### src/hw/rtl/c3zp_pkg.sv
// ----------------------------------------------------------------------------
// c3zp_pkg
// Shared types and constants of the 3x3 zero padded convolution stream core.
// ----------------------------------------------------------------------------
`default_nettype none

package c3zp_pkg;

  localparam int unsigned KSIZE    = 3;
  localparam int unsigned NCOEF    = KSIZE * KSIZE;
  localparam int unsigned PIX_W    = 16;
  localparam int unsigned PROD_W   = 2 * PIX_W;
  localparam int unsigned RSUM_W   = PROD_W + 2;
  localparam int unsigned OUT_W    = 36;
  localparam int unsigned DIM_W    = 13;
  localparam int unsigned MAX_ROWS = 4096;

  localparam logic [DIM_W-1:0] ROW_MAX = 13'd8191;

  localparam int unsigned ADDR_W = 6;
  localparam int unsigned DATA_W = 64;

  localparam logic [10:0] WIDTH_RST = 11'd1024;
  localparam logic [12:0] HEIGHT_RST = 13'd1024;
  localparam logic [47:0] KTOP_RST = 48'h0000_0000_0000;
  localparam logic [47:0] KMID_RST = 48'h0000_4000_0000;
  localparam logic [47:0] KBOT_RST = 48'h0000_0000_0000;

  typedef enum logic [2:0] {
    REG_WIDTH  = 3'd0,
    REG_HEIGHT = 3'd1,
    REG_KTOP   = 3'd2,
    REG_KMID   = 3'd3,
    REG_KBOT   = 3'd4
  } c3zp_reg_e;

  typedef struct packed {
    logic signed [15:0] pixel_value;
    logic               drain;
  } c3zp_in_t;

  typedef struct packed {
    logic signed [35:0] filtered_value;
    logic               frame_last;
  } c3zp_out_t;

  typedef struct packed {
    logic [12:0] width;
    logic [12:0] height;
  } c3zp_geom_t;

  typedef logic [8:0][15:0] c3zp_kern_t;

endpackage

`default_nettype wire

### src/hw/rtl/c3zp_cfg.sv
// ----------------------------------------------------------------------------
// c3zp_cfg
// APB register file: frame geometry, kernel rows and the pixel total of a frame.
// ----------------------------------------------------------------------------
`default_nettype none

module c3zp_cfg #(
  parameter int unsigned MAX_WIDTH = 1024
) (
  input  wire logic                                      clk_i,
  input  wire logic                                      rst_ni,
  input  wire logic                                      psel,
  input  wire logic                                      penable,
  input  wire logic                                      pwrite,
  input  wire logic [c3zp_pkg::ADDR_W-1:0]               paddr,
  input  wire logic [c3zp_pkg::DATA_W-1:0]               pwdata,
  output logic      [c3zp_pkg::DATA_W-1:0]               prdata,
  output logic                                           pready,
  output c3zp_pkg::c3zp_geom_t                           geom_o,
  output c3zp_pkg::c3zp_kern_t                           kern_o,
  output logic [$clog2(MAX_WIDTH*c3zp_pkg::MAX_ROWS+1)-1:0] total_o
);

  localparam int unsigned OW = $clog2(MAX_WIDTH * c3zp_pkg::MAX_ROWS + 1);
  localparam int unsigned MW = 2 * c3zp_pkg::DIM_W;
  localparam logic [c3zp_pkg::DIM_W-1:0] WMax = c3zp_pkg::DIM_W'(MAX_WIDTH);
  localparam logic [c3zp_pkg::DIM_W-1:0] HMax = c3zp_pkg::DIM_W'(c3zp_pkg::MAX_ROWS);
  localparam int unsigned RstW = (MAX_WIDTH < 1024) ? MAX_WIDTH : 1024;
  localparam logic [OW-1:0] TotalRst = OW'(RstW * 1024);

  function automatic logic [c3zp_pkg::DIM_W-1:0] clamp_dim(
    input logic [c3zp_pkg::DIM_W-1:0] v,
    input logic [c3zp_pkg::DIM_W-1:0] hi
  );
    logic [c3zp_pkg::DIM_W-1:0] r;
    if (v == '0) begin
      r = c3zp_pkg::DIM_W'(1);
    end else if (v > hi) begin
      r = hi;
    end else begin
      r = v;
    end
    return r;
  endfunction

  logic [10:0] width_q;
  logic [12:0] height_q;
  logic [47:0] ktop_q;
  logic [47:0] kmid_q;
  logic [47:0] kbot_q;
  logic [OW-1:0] total_q;
  logic [OW-1:0] total_d;

  c3zp_pkg::c3zp_reg_e idx;
  logic wr_en;
  logic [c3zp_pkg::DIM_W-1:0] w_cur;
  logic [c3zp_pkg::DIM_W-1:0] h_cur;
  logic [c3zp_pkg::DIM_W-1:0] w_mul;
  logic [c3zp_pkg::DIM_W-1:0] h_mul;
  logic [MW-1:0] prod;

  assign idx    = c3zp_pkg::c3zp_reg_e'(paddr[5:3]);
  assign wr_en  = psel && penable && pwrite;
  assign pready = 1'b1;

  always_comb begin
    w_cur = clamp_dim(c3zp_pkg::DIM_W'(width_q), WMax);
    h_cur = clamp_dim(height_q, HMax);
    w_mul = (wr_en && idx == c3zp_pkg::REG_WIDTH)
            ? clamp_dim(c3zp_pkg::DIM_W'(pwdata[10:0]), WMax) : w_cur;
    h_mul = (wr_en && idx == c3zp_pkg::REG_HEIGHT)
            ? clamp_dim(pwdata[12:0], HMax) : h_cur;
    prod    = MW'(w_mul) * MW'(h_mul);
    total_d = prod[OW-1:0];
  end

  always_ff @(posedge clk_i or negedge rst_ni) begin
    if (!rst_ni) begin
      width_q  <= c3zp_pkg::WIDTH_RST;
      height_q <= c3zp_pkg::HEIGHT_RST;
      ktop_q   <= c3zp_pkg::KTOP_RST;
      kmid_q   <= c3zp_pkg::KMID_RST;
      kbot_q   <= c3zp_pkg::KBOT_RST;
      total_q  <= TotalRst;
    end else begin
      if (wr_en) begin
        unique case (idx)
          c3zp_pkg::REG_WIDTH:  width_q  <= pwdata[10:0];
          c3zp_pkg::REG_HEIGHT: height_q <= pwdata[12:0];
          c3zp_pkg::REG_KTOP:   ktop_q   <= pwdata[47:0];
          c3zp_pkg::REG_KMID:   kmid_q   <= pwdata[47:0];
          c3zp_pkg::REG_KBOT:   kbot_q   <= pwdata[47:0];
          default: begin
          end
        endcase
      end
      total_q <= total_d;
    end
  end

  always_comb begin
    unique case (idx)
      c3zp_pkg::REG_WIDTH:  prdata = c3zp_pkg::DATA_W'(width_q);
      c3zp_pkg::REG_HEIGHT: prdata = c3zp_pkg::DATA_W'(height_q);
      c3zp_pkg::REG_KTOP:   prdata = c3zp_pkg::DATA_W'(ktop_q);
      c3zp_pkg::REG_KMID:   prdata = c3zp_pkg::DATA_W'(kmid_q);
      c3zp_pkg::REG_KBOT:   prdata = c3zp_pkg::DATA_W'(kbot_q);
      default:              prdata = '0;
    endcase
  end

  assign geom_o.width  = w_cur;
  assign geom_o.height = h_cur;
  assign kern_o        = {kbot_q, kmid_q, ktop_q};
  assign total_o       = total_q;

endmodule

`default_nettype wire

### config.mk
export PLATFORM = sky130hd
export DESIGN_NAME = c3zp_cfg
export DESIGN_NICKNAME = d
export VERILOG_FILES = /design/src/hw/rtl/c3zp_pkg.sv /design/src/hw/rtl/c3zp_cfg.sv
export SDC_FILE = /design/constraint.sdc
export NUM_CORES = 1
export LEC_CHECK = 0
export ABC_AREA = 0
export BUFFER_PORTS_ARGS = -buffer_cell sky130_fd_sc_hd__buf_4
export CORE_AREA = 5 5 176 178
export DETAILED_ROUTE_END_ITERATION = 7
export DIE_AREA = 0 0 181 183
export HOLD_SLACK_MARGIN = 0.12
export MAX_ROUTING_LAYER = met4
export PLACE_DENSITY = 0.7
export SYNTH_ARGS = -nofsm -noshare
export SYNTH_HDL_FRONTEND = slang
export SYNTH_SLANG_ARGS = --single-unit
### constraint.sdc
create_clock -name clk_i -period 7.6 [get_ports clk_i]
set_clock_uncertainty 0.05 [all_clocks]
set_input_delay 0.76 -clock clk_i [delete_from_list [all_inputs] [get_ports clk_i]]
set_output_delay 0.76 -clock clk_i [all_outputs]
set_load 0.05 [all_outputs]
# Word-level counts from Yosys, hierarchy flattened
# Index checks and enable logic that the tools add are counted.
[word_totals]
reg_bits = 191
latchBits = 0
ramBits = 0
mem_bits_ro = 0
inputBits = 75
output_inout_bits = 258
elab_cells = 40
mem_count = 0
[classes]
addsub = 0
n_mul = 1
n_div = 0
n_lt_le_gt_ge = 4
n_eq_ne = 4
shift = 0
muxes = 11
n_bitwise = 0
reduce_logical = 14
[ops]
columns = ["op", "n"]
rows = [
  ["$pmux W48 S5", 1],
  ["$mux W13", 7],
  ["$mux W11", 3],
  ["$gt A13 B13 Y1 const B", 2],
  ["$logic_not A13 Y1", 2],
  ["$mul A13 B13 Y23", 1],
  ["$gt A11 B11 Y1 const B", 2],
  ["$logic_not A11 Y1", 2],
  ["$reduce_and A2 Y1", 5],
  ["$eq A3 B2 Y1 const B", 2],
  ["$logic_and A1 B1 Y1", 4],
  ["$eq A3 B1 Y1 const B", 1],
  ["$eq A3 B3 Y1 const B", 1],
  ["$logic_not A3 Y1", 1],
]

# Longest topological paths before layout
# Gate-level depths: netlist of the first run.
[depth]
depth_word = 5
ltp_mapped = 25
depth_no_buf = 23

# Least setup slack after synthesis of the first run
# Ideal clock, no wire load.
[synth_timing]
path_type = "input-to-reg"
start = "in pwdata[6] (netlist name)"
end = "reg total_q[15], in the netlist total_o[15]"
setup_time_ps = 80
arrival_ps = 6344
t_required_ps = 7470
setup_slack_ps = 1126
path_stages = 25
path_buffers = 3
cell_sequence = "buf_4 -> nor4_2 -> nand3_2 -> nor4_1 -> nor3_2 -> buf_4 -> a22oi_2 -> buf_6 -> nor2_1 -> fa_1 -> inv_1 -> fa_1 -> inv_1 -> fa_1 -> inv_1 -> fa_1 -> fa_1 -> inv_1 -> ha_1 -> a2111oi_0 -> o21ai_1 -> a41oi_1 -> nor2b_1 -> o41ai_1 -> xnor2_1"
[synth_via]
elab_chain_len = 5
elab_cells_between_ends = 11
[synth_rtl]
columns = ["item", "line", "text"]
rows = [
  ["from (decl)", "c3zp_cfg.sv:16", "input wire logic [c3zp_pkg::DATA_W-1:0] pwdata,"],
  ["$gt A13 B13 Y1 or $gt A11 B11 Y1 (tied branches)", "c3zp_cfg.sv:38", "end else if (v > hi) begin"],
  ["$mux W13 or $mux W11 (tied branches)", "c3zp_cfg.sv:38", ""],
  ["$mux W13 or $mux W11 (tied branches)", "c3zp_cfg.sv:36", "if (v == '0) begin"],
  ["$mux W13 (on tied branches)", "c3zp_cfg.sv:72, c3zp_cfg.sv:70", ""],
  ["$mul A13 B13 Y23 *", "c3zp_cfg.sv:73", "prod = MW'(w_mul) * MW'(h_mul);"],
  ["named net prod[15]", "c3zp_cfg.sv:60", "logic [MW-1:0] prod;"],
  ["to (signal assigned)", "c3zp_cfg.sv:84", "total_q <= TotalRst;"],
  ["to (signal assigned)", "c3zp_cfg.sv:97", "total_q <= total_d;"],
  ["to (decl)", "c3zp_cfg.sv:51", "logic [OW-1:0] total_q;"],
]
# The timed path passes the listed nets; every way through them passes the cells marked *.
# A chain may end at the register's enable or synchronous reset.

# Final worst setup path of the first run
[layout_timing]
start = "reg width_q[10]"
end = "reg total_q[21], in the netlist total_o[21]"
[layout_via]
elab_chain_len = 5
elab_cells_between_ends = 6
[layout_rtl]
columns = ["item", "line", "text"]
rows = [
  ["from (decl)", "c3zp_cfg.sv:46", "logic [10:0] width_q;"],
  ["from (signal assigned)", "c3zp_cfg.sv:79", "width_q <= c3zp_pkg::WIDTH_RST;"],
  ["from (signal assigned)", "c3zp_cfg.sv:88", "c3zp_pkg::REG_WIDTH: width_q <= pwdata[10:0];"],
  ["$gt A11 B11 Y1", "c3zp_cfg.sv:38", ""],
  ["$mux W11", "c3zp_cfg.sv:38", ""],
  ["$mux W13 *", "c3zp_cfg.sv:36", ""],
  ["$mux W13 *", "c3zp_cfg.sv:70", "? clamp_dim(c3zp_pkg::DIM_W'(pwdata[10:0]), WMax) : w_cur;"],
  ["$mul A13 B13 Y23 *", "c3zp_cfg.sv:73", ""],
  ["named net prod[21]", "c3zp_cfg.sv:60", ""],
]
# Marks and branches as above.

==> results.toml, run 1 <==
[status]
run_status = "completed"

[flow_run]
cap_viol_max_count = 0

[setup_path]
crit_chain = "o21ai_0, and2_1, a21oi_1, nor2_1, fa_1, inv_1, fa_1, inv_1, fa_1, ha_1, inv_1, fa_1, inv_1, ha_1, a2111oi_0, o21ai_1, a41oi_1, buf_4, a31oi_1, o311ai_0"
r2r_setup_slack_ns = 0.60
worstReg2RegEnd = "total_o[21]"
path_buf_inv = 5
cp_data_arrival_time_ns = 7.27
ff2ff_path_depth = 20
path_class = "reg -> reg"
crit_required_ns = 7.87
critPathMaxFanout = 13
rr_startpoint = "width_q[10]"
end_kind = "flip-flop"
slowest_stage = "a21oi_1"
crit_family = "compound AO/OA/AOI/OAI gates"
critPathMaxStageDelay_ns = 0.95
start_kind = "flip-flop"

[pwr]
leakagePower_nw = 8.415
intPower_mw = 2.544
p_clk_share_pct = 18.4
peakVddDrop_mv = 0.1931
sequentialPowerShare_pct = 29.1
finalPower_mw = 4.944
switchingPower_mw = 2.400
netSwitchingFraction_pct = 48.54
power_frac_comb_pct = 52.6
pwr_density_cell_nw_per_um2 = 295.6

[sta]
rsz0062_at_grt = "no"
min_period_over_period_pct = 92.09
relSlewSlack_pct = 18.26
fin_setup_tns_ns = 0
holdWs_ns = 0.4185
setup_viol = 0
layout_min_cycle_time_ns = 6.999
slew_viol_final = 0
tightest_slew_ns = 1.226
fmax_ghz = 0.1429
fin_ws_ns = 0.6013
hold_viol = 0

[logic_synthesis]
yosys.area.top_type = "dfrtp_1"
synth.distinct_cells = 59
netlist_instances = 1300
yosys_warnings = 0
synth_area_leaders = "dfrtp_1, fa_1, mux2_2"
ys_seq_area_share_pct = 35.37
synth_edf_count = 0
syn_area_um2 = 13530
synth_flop_cell = "dfrtp_1"
yosys.area.top_type_share_pct = 34.59
syn_area_per_cell_um2 = 10.41
synthArstFlopShare_pct = 100.0
ys_ff_latch = 191

[cts]
post_cts_buffers = 0
cts_buffers = 17
cts_resized = 0
insertion_delay_ns = 0.43
cts_tree = "built"
clk_path_buf_depth = 2
htreeDepth = 4
clk_pin_slew_ns = 0.08
cts.sinks = 191
clockRootBuffer = "clkbuf_16"
ctsHoldBuffers = 0

[placed_design]
dp_cells = 1951
preCtsSetupSlack_ns = 0.1916
place_congestion = 0.9027
port_buffers = 294
dpl_cell_area_um2 = 16140
place_hpwl_um = 31750

[global_routing]
track_usage_pct = 25.73
antenna_found_initial = 2
gr-total-overflow = 0
grt_pass1_wl_um = 64520
grt_pass1_vias = 11170
grt_max_degree = 118

[route]
post_drt_wl_per_cell_um = 20.82
viasPerCell = 5.319
vias = 10550
postRouteAntennaNets = 0
drc_errors = 0
wl_um = 41310
drt_iter0_drc = 564
drtPass1Iterations = 5

[finish]
layout-drive-gt1-share_pct = 34.61
fin_util_pct = 57.18
stdcell_area_um2 = 16720
nets = 1819
multi_input_area_um2 = 7792
regArea_um2 = 4785
syn2layout_area_growth_pct = 23.62
stdcell_count = 1984
fillCellCount = 2541

[floorplanning]
start_util_pct = 46.25
rows = 63
coreArea_um2 = 29240
die_h_um = 183
io_pins = 333
die_w_um = 181
dieArea_um2 = 33120

[min_path]
min_path_type = "in -> async"
per-layer routing:
metal / global-route usage [%] / wire [um] / share of wire [%]
met5: - / 0 / 0
met4: 7.475 / 1080 / 2.6
met3: 7.755 / 3482 / 8.4
met2: 43.93 / 20850 / 50
met1: 29.60 / 15900 / 38
worst max path at each step:
stage                           start     endpoint  slack [ns]  depth (start not counted)
after floorplan             pwdata[6]  total_o[15]        1.13                         25
after global placement      pwdata[9]  total_o[22]        0.29                         23
after detailed placement    pwdata[9]  total_o[22]        0.19                         23
after CTS                 width_q[10]  total_o[21]        0.60                         20
after global routing      width_q[10]  total_o[21]        0.26                         20
final                     width_q[10]  total_o[21]        0.60                         20
cells in the final DEF, fill, tap and decap left out, types with 33 or more instances in the layout:
cell type  count
fa_1          98
mux2i_1       59
buf_4        330
dfrtp_1      187
o21ai_0       53
nor2_1       117
a21oi_1       33
ha_1          66
mux2_2       155
inv_1        155
nand2_1      103
area by class of cell:
class	count	area share, %
Tap cell	390	2.918
Timing Repair Buffer	331	14.90
Antenna cell	2	0.02993
Inverter	155	3.479
Clock inverter	13	0.8380
Multi-Input combinational cell	884	46.60
Clock buffer	18	2.626
Sequential cell	191	28.61
synthesized netlist by cell type (20+ instances only):
| library cell | instances |
|---|---|
| mux2_2 | 155 |
| nand2_1 | 103 |
| nand2b_1 | 20 |
| inv_1 | 155 |
| buf_4 | 21 |
| o21ai_0 | 53 |
| dfrtp_1 | 187 |
| nor2b_1 | 23 |
| a21oi_1 | 33 |
| ha_1 | 66 |
| mux2i_1 | 59 |
| buf_2 | 23 |
| fa_1 | 98 |
| nor2_1 | 121 |
| clkbuf_1 | 29 |
power groups by stage:
stage          clock network, mW  registers (mW)  logic [mW]
2_1_floorplan                  0            2.09        1.13
3_3_place_gp                   0            1.44        2.57
3_5_place_dp                   0            1.45        2.61
4_1_cts                    0.924            1.44        2.62
5_1_grt                    0.969            1.47        2.80
6_report                   0.909            1.44        2.60
flip-flops by register name (all words and copies together), names as in the netlist:
signal	cells
kbot_q	48
total_o	23
ktop_q	48
kmid_q	48
width_q	11
height_q	13
kinds of logic (layout without fill, tap and decap cells):
family	after synthesis	after routing	synth area share [%]
mux	214	214	17.27
simple gates	322	322	10.99
flops	191	191	35.37
buf+inv	242	517	7.677
other cells	2	21	0.05552
compound gates	145	145	6.734
fa+ha+maj	164	164	20.61
xor+xnor	20	20	1.295
No activity file was read; power rests on OpenSTA's default activity.
==> run 2, diff against run 1 <==
ABC_AREA = 1   (was 0)
CORE_AREA = 5 5 179 181   (was 5 5 176 178)
DIE_AREA = 0 0 184 186   (was 0 0 181 183)
PLACE_DENSITY = 0.69   (was 0.7)
==> results.toml, run 2 <==
[setup_path]
end_kind = "flip-flop"
critPathMaxFanout = 15
crit_required_ns = 7.89
ff2ff_path_depth = 24
cp_data_arrival_time_ns = 6.60
path_class = "in -> reg"
start_kind = "input pin"

[finish]
layout_commonest_cell = "nand2_1"
syn2layout_area_growth_pct = 21.88
final_cell_mix = "nand2_1, inv_1, buf_4, dfrtp_1, o21ai_0"
fillCellCount = 2826
largestRegisters = "kbot_q x48, kmid_q x48, ktop_q x48"
layout-drive-gt1-share_pct = 19.40
stdcell_count = 2423
nets = 2253

[sta]
relSlewSlack_pct = 30.73
holdWs_ns = 0.4206
min_period_over_period_pct = 83.04
hold_viol = 0
fmax_ghz = 0.1585
fin_ws_ns = 1.289
layout_min_cycle_time_ns = 6.311
setup_viol = 0
fin_setup_tns_ns = 0
slew_viol_final = 0
rsz0062_at_grt = "no"
tightest_slew_ns = 1.039

[logic_synthesis]
synth_area_leaders = "dfrtp_1, fa_1, nand2_1"
syn_area_per_cell_um2 = 7.932
ys_top_cells_by_count = "nand2_1, inv_1, dfrtp_1"
synth_edf_count = 0
yosysMostFrequentCell = "nand2_1"
syn_area_um2 = 13910
yosys_warnings = 0
yosys.area.top_type_share_pct = 33.64
netlist_instances = 1754
synth_flop_cell = "dfrtp_1"
ys_ff_latch = 191
yosys.area.top_type = "dfrtp_1"
synth.distinct_cells = 43
synthArstFlopShare_pct = 100.0
ys_seq_area_share_pct = 34.39

[cts]
clk_pin_slew_ns = 0.08
post_cts_buffers = 0
cts.sinks = 191
insertion_delay_ns = 0.44
clockRootBuffer = "clkbuf_16"
htreeDepth = 4
cts_buffers = 17
ctsHoldBuffers = 0
cts_resized = 0
cts_tree = "built"
clk_path_buf_depth = 2

[pwr]
switchingPower_mw = 4.313
netSwitchingFraction_pct = 54.72
pwr_density_cell_nw_per_um2 = 464.8
power_frac_comb_pct = 69.1
sequentialPowerShare_pct = 18.8
leakagePower_nw = 9.076
peakVddDrop_mv = 0.6403
intPower_mw = 3.569
p_clk_share_pct = 12.1

[floorplanning]
dieArea_um2 = 34220
start_util_pct = 45.96
die_w_um = 184
rows = 64
coreArea_um2 = 30270
die_h_um = 186
io_pins = 333

[global_routing]
gr-total-overflow = 0
grt_pass1_wl_um = 70120
grt_max_degree = 126
track_usage_pct = 27.19
antenna_found_initial = 1
grt_pass1_vias = 12160

[placed_design]
port_buffers = 294
place_hpwl_um = 35000
place_congestion = 0.9602
dp_cells = 2391
preCtsSetupSlack_ns = 0.9527

[status]
run_status = "completed"

[route]
drtPass1Iterations = 5
vias = 12510
viasPerCell = 5.163
wl_um = 44910
post_drt_wl_per_cell_um = 18.54
drc_errors = 0
postRouteAntennaNets = 0
drt_iter0_drc = 935

[flow_run]
cap_viol_max_count = 0

[min_path]
min_path_type = "in -> async"
==> run 2: critical path, stage by stage <==
cell and delay, ns:
buf_4 0.14, nor2_2 0.12, nand2_1 0.33, nor2_4 0.40, nand2_1 0.14, o21ai_2 0.47
buf_4 0.25, nand2_1 0.05, inv_1 0.07, fa_1 0.41, inv_1 0.09, fa_1 0.42
inv_1 0.10, fa_1 0.45, fa_1 0.55, inv_1 0.05, fa_1 0.47, inv_1 0.04
ha_1 0.33, a21o_1 0.20, a21boi_0 0.29, nand2_1 0.16, nand2_1 0.12, nand3_1 0.07
nand2_1 0.06, nand2_1 0.04
==> run 2: final cells by class <==
type	count	area, um2	area share [%]
Tap cell	396	495.5	2.922
Timing Repair Buffer	304	2288	13.50
Clock buffer	17	425.4	2.509
Multi-Input combinational cell	1152	7450	43.93
Inverter	348	1309	7.718
Sequential cell	191	4785	28.22
Clock inverter	14	201.4	1.188
Antenna cell	1	2.502	0.01476
==> run 2: logic make-up (layout without fill, tap and decap cells) <==
| group | after synthesis | after routing | share of synthesized area (%) |
|---|---|---|---|
| simple gates | 663 | 663 | 19.87 |
| buf+inv | 428 | 683 | 12.65 |
| compound gates | 294 | 294 | 12.24 |
| flops | 191 | 191 | 34.39 |
| fa+ha+maj | 164 | 164 | 20.04 |
| xor+xnor | 12 | 12 | 0.7555 |
| other cells | 2 | 20 | 0.05398 |
==> run 2: layer usage <==
metal / GRT usage, % / part of all wire [%] / vias up
met2: 43.14 / 47 / 514
li1: - / - / 5899
met4: 9.967 / 3.6 / 0
met1: 34.79 / 41 / 6014
met3: 5.550 / 7.9 / 84
met5: - / 0 / -
==> run 2: worst paths after layout <==
path                             from           to  slack (ns)
setup / recovery             paddr[3]  total_o[21]        1.29
hold / removal                 rst_ni   kbot_q[12]        0.42
setup reg to reg           width_q[8]  total_o[22]        1.70
hold reg to reg             kmid_q[4]    kmid_q[4]        0.47
max in group asynchronous      rst_ni    ktop_q[2]        5.61
min in group clk_i          kmid_q[4]    kmid_q[4]        0.47
==> run 2: metrics by stage <==
step	utilization, %	total power, mW	area [um2]
3_3_place_gp	53.94	6.902	16330
6_report	56.02	7.882	16960
2_1_floorplan	-	5.404	13980
3_5_place_dp	53.94	6.879	16330
5_1_grt	56.02	8.637	16960
4_1_cts	56.01	7.916	16950
==> run 2: power groups by stage <==
stage / registers, mW / clock network [mW] / logic (mW)
after floorplan: 2.21 / 0 / 3.19
after global placement: 1.49 / 0 / 5.41
after detailed placement: 1.50 / 0 / 5.38
after CTS: 1.48 / 0.973 / 5.46
after global routing: 1.51 / 1.02 / 6.10
final: 1.48 / 0.957 / 5.44
